==> src/hdl/mhbi_pkg.sv <==
// Package for the multi-hash bucket index unit: sizes, codes, shared types
// and the address shift helper. Depends on nothing.
`default_nettype none

package mhbi_pkg;

   localparam int NUM_HASHES      = 4;
   localparam int ADDR_BITS       = 32;
   localparam int MAX_BUCKET_BITS = 16;
   localparam int MATRIX_ROWS     = 32;

   localparam int BUCKET_W   = 18;
   localparam int SHIFT_W    = 7;
   localparam int KIND_W     = 2;
   localparam int ARG_W      = 6;
   localparam int SEL_W      = 2;
   localparam int ROW_W      = 5;
   localparam int CNT_W      = $clog2(NUM_HASHES + 1);
   localparam int IDX_W      = $clog2(NUM_HASHES);
   localparam int CSR_IDX_W  = 3;
   localparam int CSR_DATA_W = 24;

   localparam int REQ_TDATA_W = 56;
   localparam int RSP_TDATA_W = 24;

   localparam logic CMD_LOOKUP = 1'b0;
   localparam logic CMD_LOAD   = 1'b1;

   localparam logic [KIND_W-1:0] KIND_SIMPLE = 2'd0;
   localparam logic [KIND_W-1:0] KIND_XOR    = 2'd1;
   localparam logic [KIND_W-1:0] KIND_SHIFT  = 2'd2;
   localparam logic [KIND_W-1:0] KIND_MATRIX = 2'd3;

   localparam logic [CSR_IDX_W-1:0] CSR_BASE_SHIFT  = 3'd0;
   localparam logic [CSR_IDX_W-1:0] CSR_BUCKET_BITS = 3'd1;
   localparam logic [CSR_IDX_W-1:0] CSR_PARTITIONED = 3'd2;
   localparam logic [CSR_IDX_W-1:0] CSR_HASH_COUNT  = 3'd3;
   localparam logic [CSR_IDX_W-1:0] CSR_HASH_KINDS  = 3'd4;
   localparam logic [CSR_IDX_W-1:0] CSR_HASH_ARGS   = 3'd5;

   typedef struct packed {
      logic [4:0]  base_shift;
      logic [4:0]  bucket_bits;
      logic        partitioned;
      logic [2:0]  hash_count;
      logic [7:0]  hash_kinds;
      logic [23:0] hash_args;
   } cfg_type;

   typedef struct packed {
      logic [NUM_HASHES-1:0]               en;
      logic [NUM_HASHES-1:0][BUCKET_W-1:0] val;
   } hash_set_type;

   typedef struct packed {
      logic [CNT_W-1:0]                    count;
      logic [NUM_HASHES-1:0][BUCKET_W-1:0] val;
   } bucket_list_type;

   function automatic logic [ADDR_BITS-1:0] shr(input logic [ADDR_BITS-1:0] a,
                                                input logic [SHIFT_W-1:0]   s);
      logic [ADDR_BITS-1:0] r;
      if (s >= SHIFT_W'(ADDR_BITS)) begin
         r = '0;
      end else begin
         r = a >> s;
      end
      return r;
   endfunction

endpackage

`default_nettype wire

==> src/hdl/mhbi_emit.sv <==
// Output stage of the multi-hash bucket index unit: send the sorted buckets
// one transaction each, marking the final one. Depends on mhbi_pkg.
`default_nettype none

module mhbi_emit
   import mhbi_pkg::*;
(
   input  wire logic            clock,
   input  wire logic            reset,
   input  wire logic            in_valid,
   output logic                 in_ready,
   input  wire bucket_list_type in_list,
   output logic                 out_valid,
   input  wire logic            out_ready,
   output logic [BUCKET_W-1:0]  out_bucket,
   output logic                 out_last
);

   logic             v_ff;
   bucket_list_type  list_ff;
   logic [IDX_W-1:0] idx_ff;
   logic [IDX_W-1:0] idx_in;
   logic             fire;

   assign out_valid  = v_ff;
   assign out_bucket = list_ff.val[idx_ff];
   assign out_last   = ({1'b0, idx_ff} == (list_ff.count - CNT_W'(1)));
   assign fire       = v_ff && out_ready;
   assign in_ready   = !v_ff || (fire && out_last);
   assign idx_in     = in_ready ? '0 : (fire ? idx_ff + IDX_W'(1) : idx_ff);

   always_ff @(posedge clock) begin
      if (reset) begin
         v_ff   <= 1'b0;
         idx_ff <= '0;
      end else begin
         idx_ff <= idx_in;
         if (in_ready) begin
            v_ff <= in_valid;
         end
      end
   end

   always_ff @(posedge clock) begin
      if (in_ready && in_valid) begin
         list_ff <= in_list;
      end
   end

endmodule

`default_nettype wire

==> config.mk <==
export PLATFORM = sky130hd
export DESIGN_NAME = mhbi_emit
export DESIGN_NICKNAME = d
export VERILOG_FILES = /design/src/hdl/mhbi_pkg.sv /design/src/hdl/mhbi_emit.sv
export SDC_FILE = /design/constraint.sdc
export NUM_CORES = 1
export LEC_CHECK = 0
export ABC_AREA = 1
export BUFFER_PORTS_ARGS = -buffer_cell sky130_fd_sc_hd__buf_2
export CORE_MARGIN = 4
export CORE_UTILIZATION = 45
export DETAILED_ROUTE_END_ITERATION = 6
export PLACE_DENSITY = 0.79
export SETUP_SLACK_MARGIN = 0.05
export SLEW_MARGIN = 30
export SYNTH_ARGS = -nofsm -noshare
export SYNTH_HDL_FRONTEND = slang
export SYNTH_SLANG_ARGS = --single-unit
==> constraint.sdc <==
create_clock -name clock -period 3.5 [get_ports clock]
set_input_delay 0.175 -clock clock [delete_from_list [all_inputs] [get_ports clock]]
set_output_delay 0.175 -clock clock [all_outputs]
set_load 0.03 [all_outputs]
==> results.txt <==
- Synth cell types: 24
- Wire length of the first global-routing pass: 11,300 um
- The initial antenna violation count was 0.
- The number of hold violations in the final report came to 0.
- Buffer depth of the longest clock path: 2
- Outcome: finished, final reports clean
- The initial utilization of the core area, before any placement, comes to 46.9%.
- Across every metal layer, demand over resource in global routing totals 17.7%.
- Ant. Diodes: 0
- Peak fanout along the critical path: 43
* Clock buffers created by TritonCTS: 9
- The detailed router finished its first iteration with 182 violations.
- Using the TritonRoute via totals, the vias-per-cell ratio works out to 5.12.
- Total length of routed wires: 7510 um
- Routability congestion estimate: 0.729
* H-tree levels: 3
* Largest area contributor in the netlist: edfxtp_1
- For this run, the leading register cell type out of synthesis is edfxtp_1.
- In this run, synthesis inferred 75 flip-flops with an integrated enable.
* Flip-flop and latch count after synthesis: 78
* Synthesized cell area: 3030 um2
- In the final layout, the share of cells above drive strength 1 is 33.5%.
- Data on the critical path arrives at its endpoint at 2230 ps.
- Cell types with the largest area share after synthesis: edfxtp_1, o21ai_0, nor2_1
- Vias in the first global route: 2,323
* Clock latency at the later pin of the worst-skew pair: 350 ps
* Top metal layer carrying routed signals: met4
- Sum of routed wire segments on met1: 2870 um
* Area of the core: 6460 um2
- Met2 wire len: 4040 um
- Final net count: 448
- Synthesis produced a netlist with a net count of 289.
- For this run, the number of Yosys warnings is 0.
- By instance count, the leading cell after synthesis is edfxtp_1.
- Total power draw: 2.08 mW
* Post-CTS setup-driven buffer insertion count: 0
* Worst IR drop on VDD: 0.330 mV
* Detail-routed net length per standard cell: 16.7 um
* TritonCTS clock tree: done
* DP HPWL: 4130 um
- Total via count after detailed routing: 2,306
- Detail Route met3 WL: 420 um
- The analysis attributes to cell leakage a power of 1.75 nW.
- Power spread over the standard cell area amounts to 480 nW/um2.
- Die Y-Extent: 90.1 um
- For this run, the register share of the synthesized area comes to 76.3%.
- Kind of capture point of the worst setup path: flip-flop
- Entering global routing, the biggest net connects 44 pins.
* Post-route DRC violation count: 0
* Clock sink count: 78
* Die Outline Area: 8110 um2
- Number of port buffers: 99
- The total overflow left after global routing is 0.
- STA classifies the critical path startpoint as a flip-flop.
* Clock slew at reported path FFs: 80 ps
- Most instantiated cells after synthesis: edfxtp_1, nor2_1, o21ai_0, o22ai_1, nand2_1
- For the final routed database, the setup TNS stands at 0 ps.
- At the pin with the least slew margin, the transition time is 630 ps.
* Maximum achievable frequency: 444 MHz
- In this run the biggest area consumer among cell types represents 74.3% of the synthesized area.
- Relative slew slack: 58.0%
* Post-route fraction of the period consumed by the critical path: 64.3%
- Area Growth Syn to Fin: 43.0%
* Maximum capacitance violations: 0
- Minimum clock period after layout: 2250 ps
- Critical path start-end classification: reg -> reg
- Synthesized instance count: 209
- The min-delay analysis places its worst path in the category in -> reg.
- Max-slew violation count: 0
- # rows: 29
- Async set or reset register ratio after synthesis: 0%
- Average cell area after synthesis: 14.5 um2
* Detailed-router iteration count before antenna repair: 4
- Setup repair after global routing left no endpoint under its margin.
- Once detail routing completed, the nets flagged for antenna violations numbered 0.
* Die span in x: 90.1 um
- Setup violations remaining at the end of the flow were counted as 0.
- Worst Clk Skew: 10.1 ps
* Clock tree root driver cell: clkbuf_8
- 100 I/O pins were placed.
- Required time of the worst setup path: 3480 ps
-- kinds of logic after synthesis --
group                    Yosys count  synth area share (%)
flip-flops                        78                  76.3
AO/OA/AOI/OAI                     55                  10.0
AND/OR/NAND/NOR                   54                  8.17
buffers and inverters             19                  4.54
XOR/XNOR                           2                 0.578
adder cells (fa/ha/maj)            1                 0.413
-- final cells by class --
cell class                 instances  area (um2)
inverter                           7        26.3
sequential                        78        2310
clock buffer                      10         128
timing repair buffer             160        1100
tap                               77        96.3
fill                             466        2120
clock inverter                     6        86.3
multi-input combinational        112         589
-- worst max-delay path, stage by stage (launching register included) --
cell	delay (ps)
dfxtp_1	330
inv_2	460
nand2_1	200
nand2_4	130
nand4_4	130
a21boi_4	160
buf_4	470
-- state kept, by name, summed over array words and instances, names as in the netlist --
register   cells
idx_ff         2
list_ff       75
out_valid      1
-- what timing repair did --
item                      in CTS  in global routing
hold endpoints to repair      44                 13
hold buffers                  44                 13
resized for setup              0                  0
-- where the power goes --
part           internal, mW  total (mW)  switching [mW]
combinational         0.108       0.243           0.135
sequential             1.09        1.11          0.0180
clock                 0.401       0.723           0.323
total                  1.60        2.08           0.476
-- layer usage --
metal  GRT usage (%)  vias up
met5               0        -
met1            21.3     1106
li1                -     1085
met3            4.34       17
met4            6.89        0
met2            30.6       98
-- placed cells by master, fill, tap and decap left out, types with 2 or more instances in the layout --
| cell type | count |
|---|---|
| buf_2 | 99 |
| inv_1 | 6 |
| buf_4 | 4 |
| nand2_4 | 2 |
| o21ai_1 | 5 |
| o21ai_0 | 31 |
| dlygate4sd3_1 | 57 |
| nor2_1 | 38 |
| edfxtp_1 | 75 |
| bufinv_16 | 2 |
| clkinv_2 | 2 |
| clkbuf_8 | 9 |
| o22ai_1 | 18 |
| nand2_1 | 9 |
| dfxtp_1 | 3 |
-- worst paths after layout --
check / slack, ps / to / cells after the start / startpoint
max reg2reg: 1250 / list_ff[2] / 6 / idx_ff[0]
max: 1250 / list_ff[2] / 6 / idx_ff[0]
min reg2reg: 600 / out_valid / 2 / out_valid
min: 7 / list_ff[50] / 1 / in_list[50]
-- metrics by stage --
stage	hold WS (ps)	utilization [%]	instance area (um2)	instances	worst slack, ps
after detailed placement	353	55.0	3550	377	1250
after CTS	0.571	65.1	4200	437	1240
final	6.64	67.1	4330	450	1250
after floorplan	274	-	3040	209	695
after global routing	-1.64	67.1	4330	450	1070
after global placement	352	55.0	3550	377	1340
Power figures use the tool's default switching activity.
