## src/hdl/mhbi_pkg.sv

```systemverilog
// Package for the multi-hash bucket index unit: sizes, codes, shared types
// and the address shift helper. Depends on nothing.
`default_nettype none

package mhbi_pkg;

   localparam int NUM_HASHES      = 4;
   localparam int ADDR_BITS       = 32;
   localparam int MAX_BUCKET_BITS = 16;
   localparam int MATRIX_ROWS     = 32;

   localparam int BUCKET_W   = 18;
   localparam int SHIFT_W    = 7;
   localparam int KIND_W     = 2;
   localparam int ARG_W      = 6;
   localparam int SEL_W      = 2;
   localparam int ROW_W      = 5;
   localparam int CNT_W      = $clog2(NUM_HASHES + 1);
   localparam int IDX_W      = $clog2(NUM_HASHES);
   localparam int CSR_IDX_W  = 3;
   localparam int CSR_DATA_W = 24;

   localparam int REQ_TDATA_W = 56;
   localparam int RSP_TDATA_W = 24;

   localparam logic CMD_LOOKUP = 1'b0;
   localparam logic CMD_LOAD   = 1'b1;

   localparam logic [KIND_W-1:0] KIND_SIMPLE = 2'd0;
   localparam logic [KIND_W-1:0] KIND_XOR    = 2'd1;
   localparam logic [KIND_W-1:0] KIND_SHIFT  = 2'd2;
   localparam logic [KIND_W-1:0] KIND_MATRIX = 2'd3;

   localparam logic [CSR_IDX_W-1:0] CSR_BASE_SHIFT  = 3'd0;
   localparam logic [CSR_IDX_W-1:0] CSR_BUCKET_BITS = 3'd1;
   localparam logic [CSR_IDX_W-1:0] CSR_PARTITIONED = 3'd2;
   localparam logic [CSR_IDX_W-1:0] CSR_HASH_COUNT  = 3'd3;
   localparam logic [CSR_IDX_W-1:0] CSR_HASH_KINDS  = 3'd4;
   localparam logic [CSR_IDX_W-1:0] CSR_HASH_ARGS   = 3'd5;

   typedef struct packed {
      logic [4:0]  base_shift;
      logic [4:0]  bucket_bits;
      logic        partitioned;
      logic [2:0]  hash_count;
      logic [7:0]  hash_kinds;
      logic [23:0] hash_args;
   } cfg_type;

   typedef struct packed {
      logic [NUM_HASHES-1:0]               en;
      logic [NUM_HASHES-1:0][BUCKET_W-1:0] val;
   } hash_set_type;

   typedef struct packed {
      logic [CNT_W-1:0]                    count;
      logic [NUM_HASHES-1:0][BUCKET_W-1:0] val;
   } bucket_list_type;

   function automatic logic [ADDR_BITS-1:0] shr(input logic [ADDR_BITS-1:0] a,
                                                input logic [SHIFT_W-1:0]   s);
      logic [ADDR_BITS-1:0] r;
      if (s >= SHIFT_W'(ADDR_BITS)) begin
         r = '0;
      end else begin
         r = a >> s;
      end
      return r;
   endfunction

endpackage

`default_nettype wire

```

## src/hdl/mhbi_sort.sv

```systemverilog
// Sort stage of the multi-hash bucket index unit: drop repeated buckets and
// place the rest in ascending order. Depends on mhbi_pkg.
`default_nettype none

module mhbi_sort
   import mhbi_pkg::*;
(
   input  wire logic         clock,
   input  wire logic         reset,
   input  wire logic         in_valid,
   output logic              in_ready,
   input  wire hash_set_type in_set,
   output logic              out_valid,
   input  wire logic         out_ready,
   output bucket_list_type   out_list
);

   logic            v_ff;
   bucket_list_type list_ff;
   bucket_list_type list_in;
   logic            ready;

   assign ready    = !v_ff || out_ready;
   assign in_ready = ready;

   always_comb begin
      logic [NUM_HASHES-1:0] keep;
      logic [CNT_W-1:0]      rank;
      logic [CNT_W-1:0]      cnt;
      keep = '0;
      cnt  = '0;
      list_in.val = '0;
      for (int i = 0; i < NUM_HASHES; i++) begin
         keep[i] = in_set.en[i];
         for (int j = 0; j < i; j++) begin
            if (in_set.en[j] && (in_set.val[j] == in_set.val[i])) begin
               keep[i] = 1'b0;
            end
         end
      end
      for (int i = 0; i < NUM_HASHES; i++) begin
         rank = '0;
         for (int j = 0; j < NUM_HASHES; j++) begin
            if (keep[j] && (in_set.val[j] < in_set.val[i])) begin
               rank = rank + CNT_W'(1);
            end
         end
         if (keep[i]) begin
            list_in.val[rank[IDX_W-1:0]] = in_set.val[i];
            cnt = cnt + CNT_W'(1);
         end
      end
      list_in.count = cnt;
   end

   always_ff @(posedge clock) begin
      if (reset) begin
         v_ff <= 1'b0;
      end else if (ready) begin
         v_ff <= in_valid && (list_in.count != '0);
      end
   end

   always_ff @(posedge clock) begin
      if (ready && in_valid) begin
         list_ff <= list_in;
      end
   end

   assign out_valid = v_ff;
   assign out_list  = list_ff;

endmodule

`default_nettype wire

```

## config.mk

```make
export PLATFORM = sky130hd
export DESIGN_NAME = mhbi_sort
export DESIGN_NICKNAME = d
export VERILOG_FILES = /design/src/hdl/mhbi_pkg.sv /design/src/hdl/mhbi_sort.sv
export SDC_FILE = /design/constraint.sdc
export NUM_CORES = 1
export LEC_CHECK = 0
export ABC_AREA = 1
export BUFFER_PORTS_ARGS = -buffer_cell sky130_fd_sc_hd__buf_2
export CAP_MARGIN = 25
export CORE_AREA = 10 10 141 143
export CTS_BUF_LIST = sky130_fd_sc_hd__clkbuf_8 sky130_fd_sc_hd__clkbuf_16
export DETAILED_ROUTE_END_ITERATION = 8
export DIE_AREA = 0 0 151 153
export PLACE_DENSITY_LB_ADDON = 0.3
export SLEW_MARGIN = 5
export SYNTH_ARGS = -nofsm -noshare
export SYNTH_HDL_FRONTEND = slang
export SYNTH_SLANG_ARGS = --single-unit
```

## constraint.sdc

```tcl
create_clock -name clock -period 7.8 [get_ports clock]
set_input_delay 0.78 -clock clock [delete_from_list [all_inputs] [get_ports clock]]
set_output_delay 0.78 -clock clock [all_outputs]
set_load 0.05 [all_outputs]
```

==> flow_summary.toml <==
[outcome]
status = "finished clean"

[worst_hold_path]
hold_depth = 2
worst_hold_path.endpoint = "out_valid"
worstHoldPathType = "flop to flop"
hold_path.startpoint = "out_valid"

[floorplan]
dieArea_sq_mm = 0.0231
floorplan.io_pins = 157
std_cell_rows = 48
core_area_sq_mm = 0.0171
die_h_um = 153
horizontal_extent_of_the_die_um = 151
initial_core_util_pct = 53.3

[yosys]
syn-num-nets = 1561
post_synthesis_cell_type_count = 42
synth_cells = 1363
synth.largest_area_cell = "edfxtp_1"
synth_top_cell_area_share_pct = 24.8
synth_seq_cells = 76
synth_seq_area_share_pct = 25.0
synth.avg_cell_area_sq_um = 6.68
synthesis.area_sq_mm = 0.00910
synth.yosys.warnings = 0
netlist_top_cells_area = "edfxtp_1, nand2_1, ha_1"

[route]
vias = 9869
first_iter_violations = 1496
post-route-drc-count = 0
routedWlPerCell_um = 18.5
via_density_per_instance = 5.73
routed_wl_um = 31800
drt_pass1_iterations = 6
ant_nets = 0

[sta]
fmaxAchievable_mhz = 242
timing.final.setup_violations = 0
rsz0062_at_grt = "false"
slew_violations = 0
timing_worst_slew_pin_value_ns = 1.06
timing.setup.tns_ns = 0
fin_crit_ns = 4.13
max_slew_margin_pct = 29.2
hold_violations = 0
fin_crit_sh_pct = 52.9
final.setup_skew_ns = 0.00980

[clock_network]
clk-insertion-delay-late_ns = 0.35
cts_resized = 0
numCtsBuffers = 9
post-cts-setup-buffer-count = 0
htreeDepth = 3
clock_sinks = 76
hold_buf_cts = 0
cts_tree = "done"
clk_pin_slew_worst_paths_ns = 0.06
clock_tree.buffer_depth = 2
cts_root_buffer = "clkbuf_16"

[power]
powerDensity_mw_per_mm2 = 182
leakage_nw = 5.64
power.ir.vdd_worst_mv = 0.106

[global_routing]
number_of_antenna_violations_at_the_first_check_in_global_routing = 4
grt_pass1_vias = 8961
gr-usage-all-layers_pct = 26.6
grt_start_max_net_pins = 71
overflow = 0
grt_first_pass_wirelength_um = 48900

[critical_path]
worst-endpoint-required_ns = 7.89
r2r.worst_path.cells = 2
critical_path.reg2reg.startpoint = "out_valid"
crit_chain = "buf_2 -> inv_1 -> ha_1 -> nand4_1 -> nor3_2 -> a31oi_4 -> inv_1 -> nor2_1 -> ha_1 -> inv_1 -> nand4_1 -> nand2_2 -> nand2_1 -> nor2_4 -> a21oi_1 -> nand2_1 -> nand2_1"
timing_worst_setup_path_type = "primary input to flop"
critPathBufInv = 4
timing.critical_path.arrival_ns = 4.22
slowest_stage_delay_on_critical_path_ns = 0.82
worst_r2r_endpoint = "out_list[13]"
worst_setup_path_startpoint = "in_set[27]"
crit_family = "simple AND/OR/NAND/NOR gates"
cpMaxStageDelayCell = "nor2_4"
maximum_fanout_count_along_the_critical_path = 36
r2r_setup_slack_ns = 5.92
critPathLaunchType = "primary input"
type_of_destination_of_the_critical_path = "flop"

[finish]
utilization_pct = 60.1
share_of_layout_cells_above_drive_strength_1_pct = 15.8
fin_nets = 1685
area_delta_synth_final_pct = 12.6

[placed_design]
detailedPlacementHpwl_um = 24400
buffer_ports.inserted = 156
gp_congestion = 0.995

[job]
max_cap_viol_count = 0
==> sequential cells by signal, summed over array words and instances, names as in the netlist <==
name,count
out_valid,1
out_list,75
==> metal layers <==
metal	global-route usage, %	up-vias	wire [um]
li1	-	4726	-
met1	37.8	4408	13000
met2	37.5	659	13100
met3	6.55	76	4600
met4	10.9	0	1080
met5	0	-	0
==> synth_stat cells, drive strengths merged <==
library cell,instances
nand4,49
or2,1
a31oi,1
nand3,101
xnor2,1
inv,147
and2,4
buf,44
a21oi,73
a41oi,1
ha,118
edfxtp,75
nor2,234
o21bai,6
nand3b,2
xor2,3
nand2,431
clkbuf,7
o21a,1
nor3,7
dfxtp,1
a21o,7
o221ai,1
o21ai,46
a21boi,2
==> worst min-delay path: cells and delay by family, from the launching register on <==
family | cells | cell delay [ns]
DFF | 1 | 0.34
and+or+nand+nor | 1 | 0.09
AOI/OAI and AO/OA | 1 | 0.06
==> report_power, final <==
part / switching, mW / internal, mW / total, mW
registers: 0.0137 / 0.529 / 0.543
logic: 0.677 / 0.224 / 0.900
clock network: 0.172 / 0.246 / 0.419
==> worst max path at each step <==
stage / cells past startpoint / slack [ns] / end
3_3_place_gp: 16 / 3.36 / out_list[8]
2_1_floorplan: 2 / 0.93 / out_list[0]
3_5_place_dp: 16 / 3.29 / out_list[1]
5_1_grt: 20 / 3.45 / out_list[31]
4_1_cts: 16 / 3.65 / out_list[8]
6_report: 17 / 3.67 / out_list[34]
==> cells in the final DEF (no fill, tap or decap), drive strengths merged <==
cell type | Yosys | routed
nand2 | 431 | 431
nor2 | 234 | 234
buf | 44 | 164
inv | 147 | 149
ha | 118 | 118
nand3 | 101 | 101
edfxtp | 75 | 75
a21oi | 73 | 73
nand4 | 49 | 49
o21ai | 46 | 46
clkbuf | 7 | 9
a21o | 7 | 7
nor3 | 7 | 7
o21bai | 6 | 6
diode | 0 | 4
and2 | 4 | 4
xor2 | 3 | 3
nand3b | 2 | 2
clkinv | 0 | 2
clkinvlp | 0 | 2
a21boi | 2 | 2
a31oi | 1 | 1
o221ai | 1 | 1
a41oi | 1 | 1
xnor2 | 1 | 1
o21a | 1 | 1
or2 | 1 | 1
bufinv | 0 | 1
dfxtp | 1 | 1
==> cell families (layout without fill, tap and decap cells) <==
group           Yosys count  after routing  synth area share (%)
other cells               0              4                     0
simple gates            829            829                  40.5
flops                    76             76                  25.0
buf+inv                 198            327                  9.47
xor+xnor                  4              4                 0.468
fa+ha+maj               118            118                  16.2
compound gates          138            138                  8.32
==> layout make-up <==
type | count | area [sq um]
multi-input combinational | 1089 | 5980
timing repair buffer | 164 | 856
antenna | 4 | 10.0
fill | 1671 | 6810
inverter | 147 | 552
tap | 225 | 282
clock inverter | 7 | 67.6
clock buffer | 9 | 225
sequential | 76 | 2270
==> through the flow <==
stage               worst slack, ns  hold slack [ns]  power, mW  std cells  instance area (sq um)
detailed placement             3.29            0.523       1.43       1700                   9930
global route                   3.45            0.582       1.96       1719                  10200
global placement               3.36            0.520       1.41       1699                   9920
finish                         3.67            0.535       1.86       1721                  10200
floorplan                     0.928            0.849       1.20       1363                   9100
CTS                            3.65            0.538       1.85       1716                  10200
Power figures use the tool's default switching activity.
